`src/sv/srpp_pkg.sv`:
```
// ----------------------------------------------------------------------------
// Servo reply packet parser package
// Item types, codes and helpers shared by the parser modules.
// ----------------------------------------------------------------------------
package srpp_pkg;

   typedef struct packed {
      logic [1:0] op;
      logic [7:0] rx_byte;
      logic [7:0] expected_id;
      logic [7:0] param_count;
      logic       check_id;
      logic       check_length;
      logic       check_sum;
   } req_type;

   typedef struct packed {
      logic       kind;
      logic [7:0] data_byte;
      logic [2:0] status;
      logic [7:0] servo_error;
      logic [7:0] reply_id;
   } rsp_type;

   typedef enum logic [1:0] {
      OP_ARM  = 2'd0,
      OP_BYTE = 2'd1,
      OP_TICK = 2'd2
   } op_type;

   typedef enum logic [2:0] {
      PH_IDLE  = 3'd0,
      PH_HUNT  = 3'd1,
      PH_ID    = 3'd2,
      PH_LEN   = 3'd3,
      PH_ERR   = 3'd4,
      PH_PARAM = 3'd5,
      PH_SUM   = 3'd6
   } phase_type;

   localparam logic [2:0] STATUS_OK        = 3'd0;
   localparam logic [2:0] STATUS_NO_HEADER = 3'd1;
   localparam logic [2:0] STATUS_ID_BAD    = 3'd2;
   localparam logic [2:0] STATUS_LEN_BAD   = 3'd3;
   localparam logic [2:0] STATUS_SUM_BAD   = 3'd4;
   localparam logic [2:0] STATUS_TIMEOUT   = 3'd5;

   localparam logic KIND_DATA   = 1'b0;
   localparam logic KIND_STATUS = 1'b1;

   localparam int FLAG_ID  = 0;
   localparam int FLAG_LEN = 1;
   localparam int FLAG_SUM = 2;

   localparam logic [7:0]  HEADER_BYTE   = 8'hFF;
   localparam logic [8:0]  LEN_OVERHEAD  = 9'd2;
   localparam logic [15:0] TIMEOUT_RESET = 16'd500;
   localparam int          STRAY_W       = 4;

   function automatic rsp_type make_status(input logic [2:0] code,
                                           input logic [7:0] err,
                                           input logic [7:0] id);
      rsp_type r;
      r.kind        = KIND_STATUS;
      r.data_byte   = 8'd0;
      r.status      = code;
      r.servo_error = err;
      r.reply_id    = id;
      return r;
   endfunction

   function automatic rsp_type make_data(input logic [7:0] b, input logic [7:0] id);
      rsp_type r;
      r.kind        = KIND_DATA;
      r.data_byte   = b;
      r.status      = STATUS_OK;
      r.servo_error = 8'd0;
      r.reply_id    = id;
      return r;
   endfunction

endpackage

```
`src/sv/servo_reply_packet_parser.sv`:
```
// ----------------------------------------------------------------------------
// Servo reply packet parser
// Parses a servo status reply one byte per item and reports its parameters
// and a final status.
// ----------------------------------------------------------------------------
// The block takes one item per clock cycle unless the input side stalls. An
// accepted item goes into the input register and its result into the result
// register, with the reply state register in between updated once per item.
// An arm item sets up a reply, byte items move it along and tick
// items count idle time; each item gives at most one result, either a
// parameter byte or a final status that returns the block to idle. The input
// side stalls only while a finished result is held by a stalled consumer and
// another item already waits in the input register. The timeout register may
// be written at any time through the csr port, which never stalls.
module servo_reply_packet_parser
   import srpp_pkg::*;
#(
   parameter int HUNT_LIMIT = 10
)
(
   input  logic        clock,
   input  logic        reset,
   input  logic        req_valid,
   output logic        req_stall,
   input  req_type     req_item,
   output logic        rsp_valid,
   input  logic        rsp_stall,
   output rsp_type     rsp_item,
   input  logic        csr_valid,
   output logic        csr_ready,
   input  logic [15:0] csr_data
);

   logic    item_valid;
   req_type item;
   logic    out_ready;
   logic    advance;
   logic    res_valid;
   rsp_type res_item;

   assign advance   = item_valid && out_ready;
   assign csr_ready = 1'b1;

   srpp_in_stage u_in_stage (
      .clock      (clock),
      .reset      (reset),
      .req_valid  (req_valid),
      .req_stall  (req_stall),
      .req_item   (req_item),
      .advance    (advance),
      .item_valid (item_valid),
      .item       (item)
   );

   srpp_core #(
      .HUNT_LIMIT (HUNT_LIMIT)
   ) u_core (
      .clock     (clock),
      .reset     (reset),
      .advance   (advance),
      .item      (item),
      .csr_write (csr_valid && csr_ready),
      .csr_data  (csr_data),
      .res_valid (res_valid),
      .res_item  (res_item)
   );

   srpp_out_stage u_out_stage (
      .clock     (clock),
      .reset     (reset),
      .res_valid (res_valid),
      .res_item  (res_item),
      .out_ready (out_ready),
      .rsp_valid (rsp_valid),
      .rsp_stall (rsp_stall),
      .rsp_item  (rsp_item)
   );

endmodule

```
`src/sv/srpp_in_stage.sv`:
```
// ----------------------------------------------------------------------------
// Servo reply parser input stage
// Holds one accepted item until the parser core takes it.
// ----------------------------------------------------------------------------
module srpp_in_stage
   import srpp_pkg::*;
(
   input  logic    clock,
   input  logic    reset,
   input  logic    req_valid,
   output logic    req_stall,
   input  req_type req_item,
   input  logic    advance,
   output logic    item_valid,
   output req_type item
);

   logic    valid_ff, valid_in;
   req_type item_ff, item_in;
   logic    take;

   // The stage refills in the same cycle that it hands its item on.
   assign req_stall = valid_ff && !advance;
   assign take      = req_valid && !req_stall;

   always_comb begin
      valid_in = take ? 1'b1 : (advance ? 1'b0 : valid_ff);
      item_in  = take ? req_item : item_ff;
   end

   always_ff @(posedge clock) begin
      if (reset) begin
         valid_ff <= 1'b0;
      end else begin
         valid_ff <= valid_in;
      end
      item_ff <= item_in;
   end

   assign item_valid = valid_ff;
   assign item       = item_ff;

endmodule

```
`src/sv/srpp_core.sv`:
```
// ----------------------------------------------------------------------------
// Servo reply parser core
// Reply state machine, checksum and timeout; one item per cycle unless stalled.
// ----------------------------------------------------------------------------
module srpp_core
   import srpp_pkg::*;
#(
   parameter int HUNT_LIMIT = 10
)
(
   input  logic        clock,
   input  logic        reset,
   input  logic        advance,
   input  req_type     item,
   input  logic        csr_write,
   input  logic [15:0] csr_data,
   output logic        res_valid,
   output rsp_type     res_item
);

   localparam logic [STRAY_W-1:0] HuntMax = STRAY_W'(HUNT_LIMIT);

   phase_type          phase_ff, phase_in;
   logic [STRAY_W-1:0] stray_ff, stray_in;
   logic               prev_ff_ff, prev_ff_in;
   logic [7:0]         want_id_ff, want_id_in;
   logic [7:0]         want_count_ff, want_count_in;
   logic [2:0]         flags_ff, flags_in;
   logic [7:0]         left_ff, left_in;
   logic [7:0]         sum_ff, sum_in;
   logic [7:0]         got_id_ff, got_id_in;
   logic [7:0]         got_error_ff, got_error_in;
   logic [15:0]        idle_ff, idle_in;
   logic [15:0]        timeout_ff;
   logic [7:0]         b;

   assign b = item.rx_byte;

   always_comb begin
      phase_in      = phase_ff;
      stray_in      = stray_ff;
      prev_ff_in    = prev_ff_ff;
      want_id_in    = want_id_ff;
      want_count_in = want_count_ff;
      flags_in      = flags_ff;
      left_in       = left_ff;
      sum_in        = sum_ff;
      got_id_in     = got_id_ff;
      got_error_in  = got_error_ff;
      idle_in       = idle_ff;
      res_valid     = 1'b0;
      res_item      = '0;
      if (advance) begin
         case (item.op)
            OP_ARM: begin
               want_id_in    = item.expected_id;
               want_count_in = item.param_count;
               flags_in      = {item.check_sum, item.check_length, item.check_id};
               phase_in      = PH_HUNT;
               stray_in      = '0;
               prev_ff_in    = 1'b0;
               left_in       = 8'd0;
               sum_in        = 8'd0;
               got_id_in     = 8'd0;
               got_error_in  = 8'd0;
               idle_in       = 16'd0;
            end
            OP_TICK: begin
               if (phase_ff != PH_IDLE) begin
                  if (idle_ff >= timeout_ff) begin
                     res_valid = 1'b1;
                     res_item  = make_status(STATUS_TIMEOUT, got_error_ff, got_id_ff);
                     phase_in  = PH_IDLE;
                  end else begin
                     idle_in = idle_ff + 16'd1;
                  end
               end
            end
            OP_BYTE: begin
               if (phase_ff != PH_IDLE) begin
                  idle_in = 16'd0;
                  unique case (phase_ff)
                     PH_HUNT: begin
                        if (b == HEADER_BYTE && prev_ff_ff) begin
                           phase_in = PH_ID;
                        end else begin
                           prev_ff_in = (b == HEADER_BYTE);
                           if (stray_ff >= HuntMax) begin
                              res_valid = 1'b1;
                              res_item  = make_status(STATUS_NO_HEADER, got_error_ff,
                                                      got_id_ff);
                              phase_in  = PH_IDLE;
                           end else begin
                              stray_in = stray_ff + STRAY_W'(1);
                           end
                        end
                     end
                     PH_ID: begin
                        got_id_in = b;
                        sum_in    = b;
                        phase_in  = PH_LEN;
                     end
                     PH_LEN: begin
                        // The length byte waits in the parameter counter for its check.
                        sum_in   = sum_ff + b;
                        left_in  = b;
                        phase_in = PH_ERR;
                     end
                     PH_ERR: begin
                        got_error_in = b;
                        sum_in       = sum_ff + b;
                        if (flags_ff[FLAG_ID] && got_id_ff != want_id_ff) begin
                           res_valid = 1'b1;
                           res_item  = make_status(STATUS_ID_BAD, b, got_id_ff);
                           phase_in  = PH_IDLE;
                        end else if (flags_ff[FLAG_LEN] &&
                                     {1'b0, left_ff} != {1'b0, want_count_ff} + LEN_OVERHEAD)
                        begin
                           res_valid = 1'b1;
                           res_item  = make_status(STATUS_LEN_BAD, b, got_id_ff);
                           phase_in  = PH_IDLE;
                        end else begin
                           left_in  = want_count_ff;
                           phase_in = (want_count_ff == 8'd0) ? PH_SUM : PH_PARAM;
                        end
                     end
                     PH_PARAM: begin
                        sum_in    = sum_ff + b;
                        left_in   = left_ff - 8'd1;
                        if (left_ff == 8'd1) begin
                           phase_in = PH_SUM;
                        end
                        res_valid = 1'b1;
                        res_item  = make_data(b, got_id_ff);
                     end
                     PH_SUM: begin
                        res_valid = 1'b1;
                        phase_in  = PH_IDLE;
                        if (flags_ff[FLAG_SUM] && ~sum_ff != b) begin
                           res_item = make_status(STATUS_SUM_BAD, got_error_ff, got_id_ff);
                        end else begin
                           res_item = make_status(STATUS_OK, got_error_ff, got_id_ff);
                        end
                     end
                     default: begin
                        phase_in = PH_IDLE;
                     end
                  endcase
               end
            end
            default: ;
         endcase
      end
   end

   always_ff @(posedge clock) begin
      if (reset) begin
         phase_ff      <= PH_IDLE;
         stray_ff      <= '0;
         prev_ff_ff    <= 1'b0;
         want_id_ff    <= 8'd0;
         want_count_ff <= 8'd0;
         flags_ff      <= 3'd0;
         left_ff       <= 8'd0;
         sum_ff        <= 8'd0;
         got_id_ff     <= 8'd0;
         got_error_ff  <= 8'd0;
         idle_ff       <= 16'd0;
         timeout_ff    <= TIMEOUT_RESET;
      end else begin
         phase_ff      <= phase_in;
         stray_ff      <= stray_in;
         prev_ff_ff    <= prev_ff_in;
         want_id_ff    <= want_id_in;
         want_count_ff <= want_count_in;
         flags_ff      <= flags_in;
         left_ff       <= left_in;
         sum_ff        <= sum_in;
         got_id_ff     <= got_id_in;
         got_error_ff  <= got_error_in;
         idle_ff       <= idle_in;
         if (csr_write) begin
            timeout_ff <= csr_data;
         end
      end
   end

endmodule

```
`src/sv/srpp_out_stage.sv`:
```
// ----------------------------------------------------------------------------
// Servo reply parser result stage
// Result register that holds an item while the consumer stalls.
// ----------------------------------------------------------------------------
module srpp_out_stage
   import srpp_pkg::*;
(
   input  logic    clock,
   input  logic    reset,
   input  logic    res_valid,
   input  rsp_type res_item,
   output logic    out_ready,
   output logic    rsp_valid,
   input  logic    rsp_stall,
   output rsp_type rsp_item
);

   logic    valid_ff, valid_in;
   rsp_type item_ff, item_in;

   assign out_ready = !valid_ff || !rsp_stall;

   always_comb begin
      valid_in = out_ready ? res_valid : valid_ff;
      item_in  = (out_ready && res_valid) ? res_item : item_ff;
   end

   always_ff @(posedge clock) begin
      if (reset) begin
         valid_ff <= 1'b0;
      end else begin
         valid_ff <= valid_in;
      end
      item_ff <= item_in;
   end

   assign rsp_valid = valid_ff;
   assign rsp_item  = item_ff;

endmodule

```
`config.mk`:
```
export PLATFORM = sky130hd
export DESIGN_NAME = servo_reply_packet_parser
export DESIGN_NICKNAME = d
export VERILOG_FILES = /design/src/sv/srpp_pkg.sv /design/src/sv/servo_reply_packet_parser.sv /design/src/sv/srpp_in_stage.sv /design/src/sv/srpp_core.sv /design/src/sv/srpp_out_stage.sv
export SDC_FILE = /design/constraint.sdc
export NUM_CORES = 1
export LEC_CHECK = 0
export ABC_AREA = 1
export BUFFER_PORTS_ARGS = -buffer_cell sky130_fd_sc_hd__buf_2
export CAP_MARGIN = 0
export CORE_ASPECT_RATIO = 0.6
export CORE_MARGIN = 5
export CORE_UTILIZATION = 53
export DETAILED_ROUTE_END_ITERATION = 12
export PLACE_DENSITY = 0.8
export SYNTH_ARGS = -nofsm -noshare
export SYNTH_HDL_FRONTEND = slang
export SYNTH_SLANG_ARGS = --single-unit
```
`constraint.sdc`:
```
create_clock -name clock -period 2.18 [get_ports clock]
set_input_delay 0.218 -clock clock [delete_from_list [all_inputs] [get_ports clock]]
set_output_delay 0.218 -clock clock [all_outputs]
set_load 0.005 [all_outputs]
```
==> impl_metrics.py <==
metrics = {
    "worst_setup_path": {
        "critPathSlowestCell": "dfxtp_1",
        "cpMostUsedCell": "nand2_1",
        "max_stage_delay_ps": 410,
        "criticalPathCategory": "flip-flop to flip-flop",
        "start_kind": "flip-flop",
        "crit_path_max_fanout": 28,
        "crit_chain": "ha_4 > a21oi_2 > o21ai_1 > nand2_1 > o211ai_1 > nand2_1 > nand3_2 > o21ai_0 > inv_1 > nand2_2 > clkinvlp_4 > buf_12",
        "crit_required_ps": 2360,
        "cp.arrival_ps": 2360,
        "worstSetupEndpointType": "flip-flop",
    },
    "timing": {
        "rsz0062_at_grt": "yes",
        "worst_slew_pin_slew_ps": 639,
        "hold_ws_ps": 14.3,
        "hold_viol": 0,
        "tns_ps": -20.3,
        "fin_crit_sh_pct": 100,
        "slew_violations": 0,
        "finalSetupViolations": 12,
        "period_needed_ps": 2180,
        "skew_ps": 9.44,
        "fin_ws_ps": -2.56,
        "relSlewSlack_pct": 56.3,
        "timing.fmax_mhz": 458,
    },
    "route": {
        "wirelength_mm": 22.5,
        "drt-initial-drc-count": 839,
        "routed-via-count": 7462,
        "drcViolationCount": 0,
        "drt-vias-per-instance": 5.59,
        "drtAntennaViolNets": 0,
        "firstDrtPassIters": 7,
        "wl_per_cell_um": 16.9,
    },
    "logic_synthesis": {
        "postSynth.asyncResetShare_pct": 0,
        "synth_top_area_cell": "dfxtp_1",
        "syn_area_per_cell_sq_um": 8.06,
        "postSynthCellCount": 956,
        "ys.flop_type": "dfxtp_1",
        "synth-edff-count": 57,
        "netlist_top_cells_area": "dfxtp_1 24%, edfxtp_1 22%, nand2_1 10%, a21oi_1 6.9%, ha_1 5.4%",
        "yosys_warnings": 0,
        "ys_seq_area_share_pct": 46.4,
        "netlist_area_sq_um": 7710,
        "synth_fp_nets": 1040,
        "ys_types": 49,
        "synth-seq-cells": 150,
        "synth_top_area_share_pct": 24.2,
    },
    "global_routing": {
        "grt_pass1_vias": 6561,
        "grt_pass1_wl_mm": 34.9,
        "grt_max_degree": 31,
        "grt.overflow.total": 0,
        "grt.total_usage_pct": 25.7,
        "antenna_found_initial": 0,
    },
    "place": {
        "hpwlAfterDp_mm": 15.4,
        "gp_congestion": 1.02,
        "portBuffers": 79,
        "dp.cells": 1256,
    },
    "cts": {
        "cts_tree": "done",
        "numCtsBuffers": 17,
        "cts_root_buf": "clkbuf_16",
        "clk_path_buf_depth": 2,
        "cts.clk_slew.worst_paths_ps": 70,
        "clk_latency_ps": 430,
        "htreeDepth": 4,
        "clkSinkCount": 150,
    },
    "min_path": {
        "hold_class": "input port to flip-flop",
    },
    "pwr": {
        "p_leak_nw": 4.10,
        "internal_power_w": 0.00509,
        "net-switching-power_w": 0.00162,
        "p_sw_share_pct": 24.2,
        "comb_power_share_pct": 9.2,
        "pwr-share-seq_pct": 45.4,
        "power.density_nw_per_um2": 677,
        "irDropWorstVdd_mv": 0.513,
        "clock_power_share_pct": 45.4,
    },
    "floorplanning": {
        "die-area_sq_um": 17100,
        "die_height_um": 103,
        "initial_core_util_pct": 53.6,
        "num_rows": 34,
        "core_area_sq_um": 14400,
        "die_x_um": 166,
        "ios": 81,
    },
    "layout": {
        "fin_cells": 1334,
        "nNetsFinal": 1207,
        "area_growth_syn_to_layout_pct": 28.7,
        "layout-drive-gt1-share_pct": 24.4,
        "diodes": 0,
    },
    "run": {
        "maxCapViolCount": 0,
    },
    "outcome": {
        "outcome": "finished, violations left",
        "violations": "setup timing",
    },
}
## cell usage in the layout, fill, tap and decap left out, types with 29 or more instances in the layout
cell and n:
o21ai_0 69, nand2_1 206, edfxtp_1 57, inv_1 90, dfxtp_1 84, a21oi_1 96, nand3_1 56, dlygate4sd3_1 29
nor2_1 64, buf_2 79, buf_4 64
## what timing repair did
action	CTS	global route
gates cloned	0	1
pin swaps	1	21
endpoints found under the setup margin	47	91
endpoints found under the hold margin	29	0
setup buffers	3	13
hold buffers	29	0
gates resized for setup	4	73
## flip-flops by register name (all words and copies together) (netlist names)
name                   cells
u_core.want_count_ff       8
u_core.flags_ff            3
u_core.prev_ff_ff          1
u_core.got_error_ff        8
u_core.want_id_ff          8
u_out_stage.rsp_valid      1
u_core.stray_ff            4
u_core.phase_ff            3
u_in_stage.item           29
u_out_stage.rsp_item      28
u_core.timeout_ff         16
u_core.left_ff             8
u_core.sum_ff              8
u_core.got_id_ff           8
u_core.idle_ff            16
u_in_stage.item_valid      1
## worst paths after layout
path,from,end,slack (ps),depth (start not counted)
hold / removal,csr_data[8],u_core.timeout_ff[8]$_SDFFE_PP1P_,10,3
setup reg to reg,u_core.idle_ff[1]$_SDFFE_PP0P_,u_out_stage.rsp_item[17]$_SDFFCE_PN0P_,-3,12
setup / recovery,u_core.idle_ff[1]$_SDFFE_PP0P_,u_out_stage.rsp_item[17]$_SDFFCE_PN0P_,-3,12
hold reg to reg,u_core.timeout_ff[9]$_SDFFE_PP0P_,u_core.timeout_ff[9]$_SDFFE_PP0P_,470,2
## layer usage
| metal | wire length [um] | track usage (%) |
|---|---|---|
| met1 | 10600 | 39.7 |
| met3 | 2690 | 7.29 |
| met2 | 8930 | 35.3 |
| met4 | 267 | 6.27 |
| met5 | 0 | 0 |
## power by group through the flow
stage | logic (W) | registers (W) | clock network (W)
after detailed placement | 0.000499 | 0.00311 | 0
final | 0.000618 | 0.00305 | 0.00305
after CTS | 0.000552 | 0.00305 | 0.00305
after global placement | 0.000486 | 0.00310 | 0
after global routing | 0.000680 | 0.00305 | 0.00318
after floorplan | 0.000323 | 0.00309 | 0
## metrics by stage
stage | area, sq um | utilization, % | total power (W) | setup slack, ps
floorplan | 7730 | - | 0.00341 | -117
global placement | 8610 | 59.9 | 0.00359 | 27.7
detailed placement | 8610 | 59.9 | 0.00361 | -67.6
CTS | 9570 | 66.5 | 0.00665 | -30.8
global route | 9920 | 69.0 | 0.00691 | -172
finish | 9920 | 69.0 | 0.00671 | -2.56
## cells by family after synthesis
logic type,synth area share (%)
buf+inv,7.63
compound gates,14.9
fa+ha+maj,5.62
flops,46.4
simple gates,23.8
other cells,0.0486
xor+xnor,1.59
## synthesized netlist by cell type (2+ instances only)
library cell	number
a21oi_1	107
a31oi_1	2
a32o_1	4
buf_1	2
buf_2	5
buf_4	3
clkbuf_1	16
clkbuf_8	4
dfxtp_1	93
edfxtp_1	57
ha_1	33
inv_1	98
inv_2	8
nand2_1	214
nand2_2	4
nand2_4	5
nand3_1	61
nand4_1	14
nor2_1	69
nor2_2	14
nor2_4	4
nor3_1	11
nor3_2	2
nor4_1	2
o211ai_1	7
o21ai_0	75
o21ai_1	2
o221ai_1	4
o22ai_1	3
o31ai_1	2
xnor2_1	7
xor2_1	7
## area by class of cell
| class | instances | area (sq um) |
|---|---|---|
| Timing Repair Buffer | 178 | 1250 |
| Clock buffer | 25 | 541 |
| Multi-Input combinational cell | 668 | 3780 |
| Sequential cell | 150 | 3590 |
| Tap cell | 198 | 248 |
| Clock inverter | 7 | 78.8 |
| Timing Repair inverter | 1 | 7.51 |
| Fill cell | 1133 | 4460 |
| Inverter | 107 | 425 |
## critical path: cells and delay by family, from the launching register on
family,cells,cell delay (ps)
AOI/OAI and AO/OA,4,530
adders and majority gates,1,230
buffers and inverters,3,360
DFF,1,410
and+or+nand+nor,4,390
No activity file was read; power rests on OpenSTA's default activity.
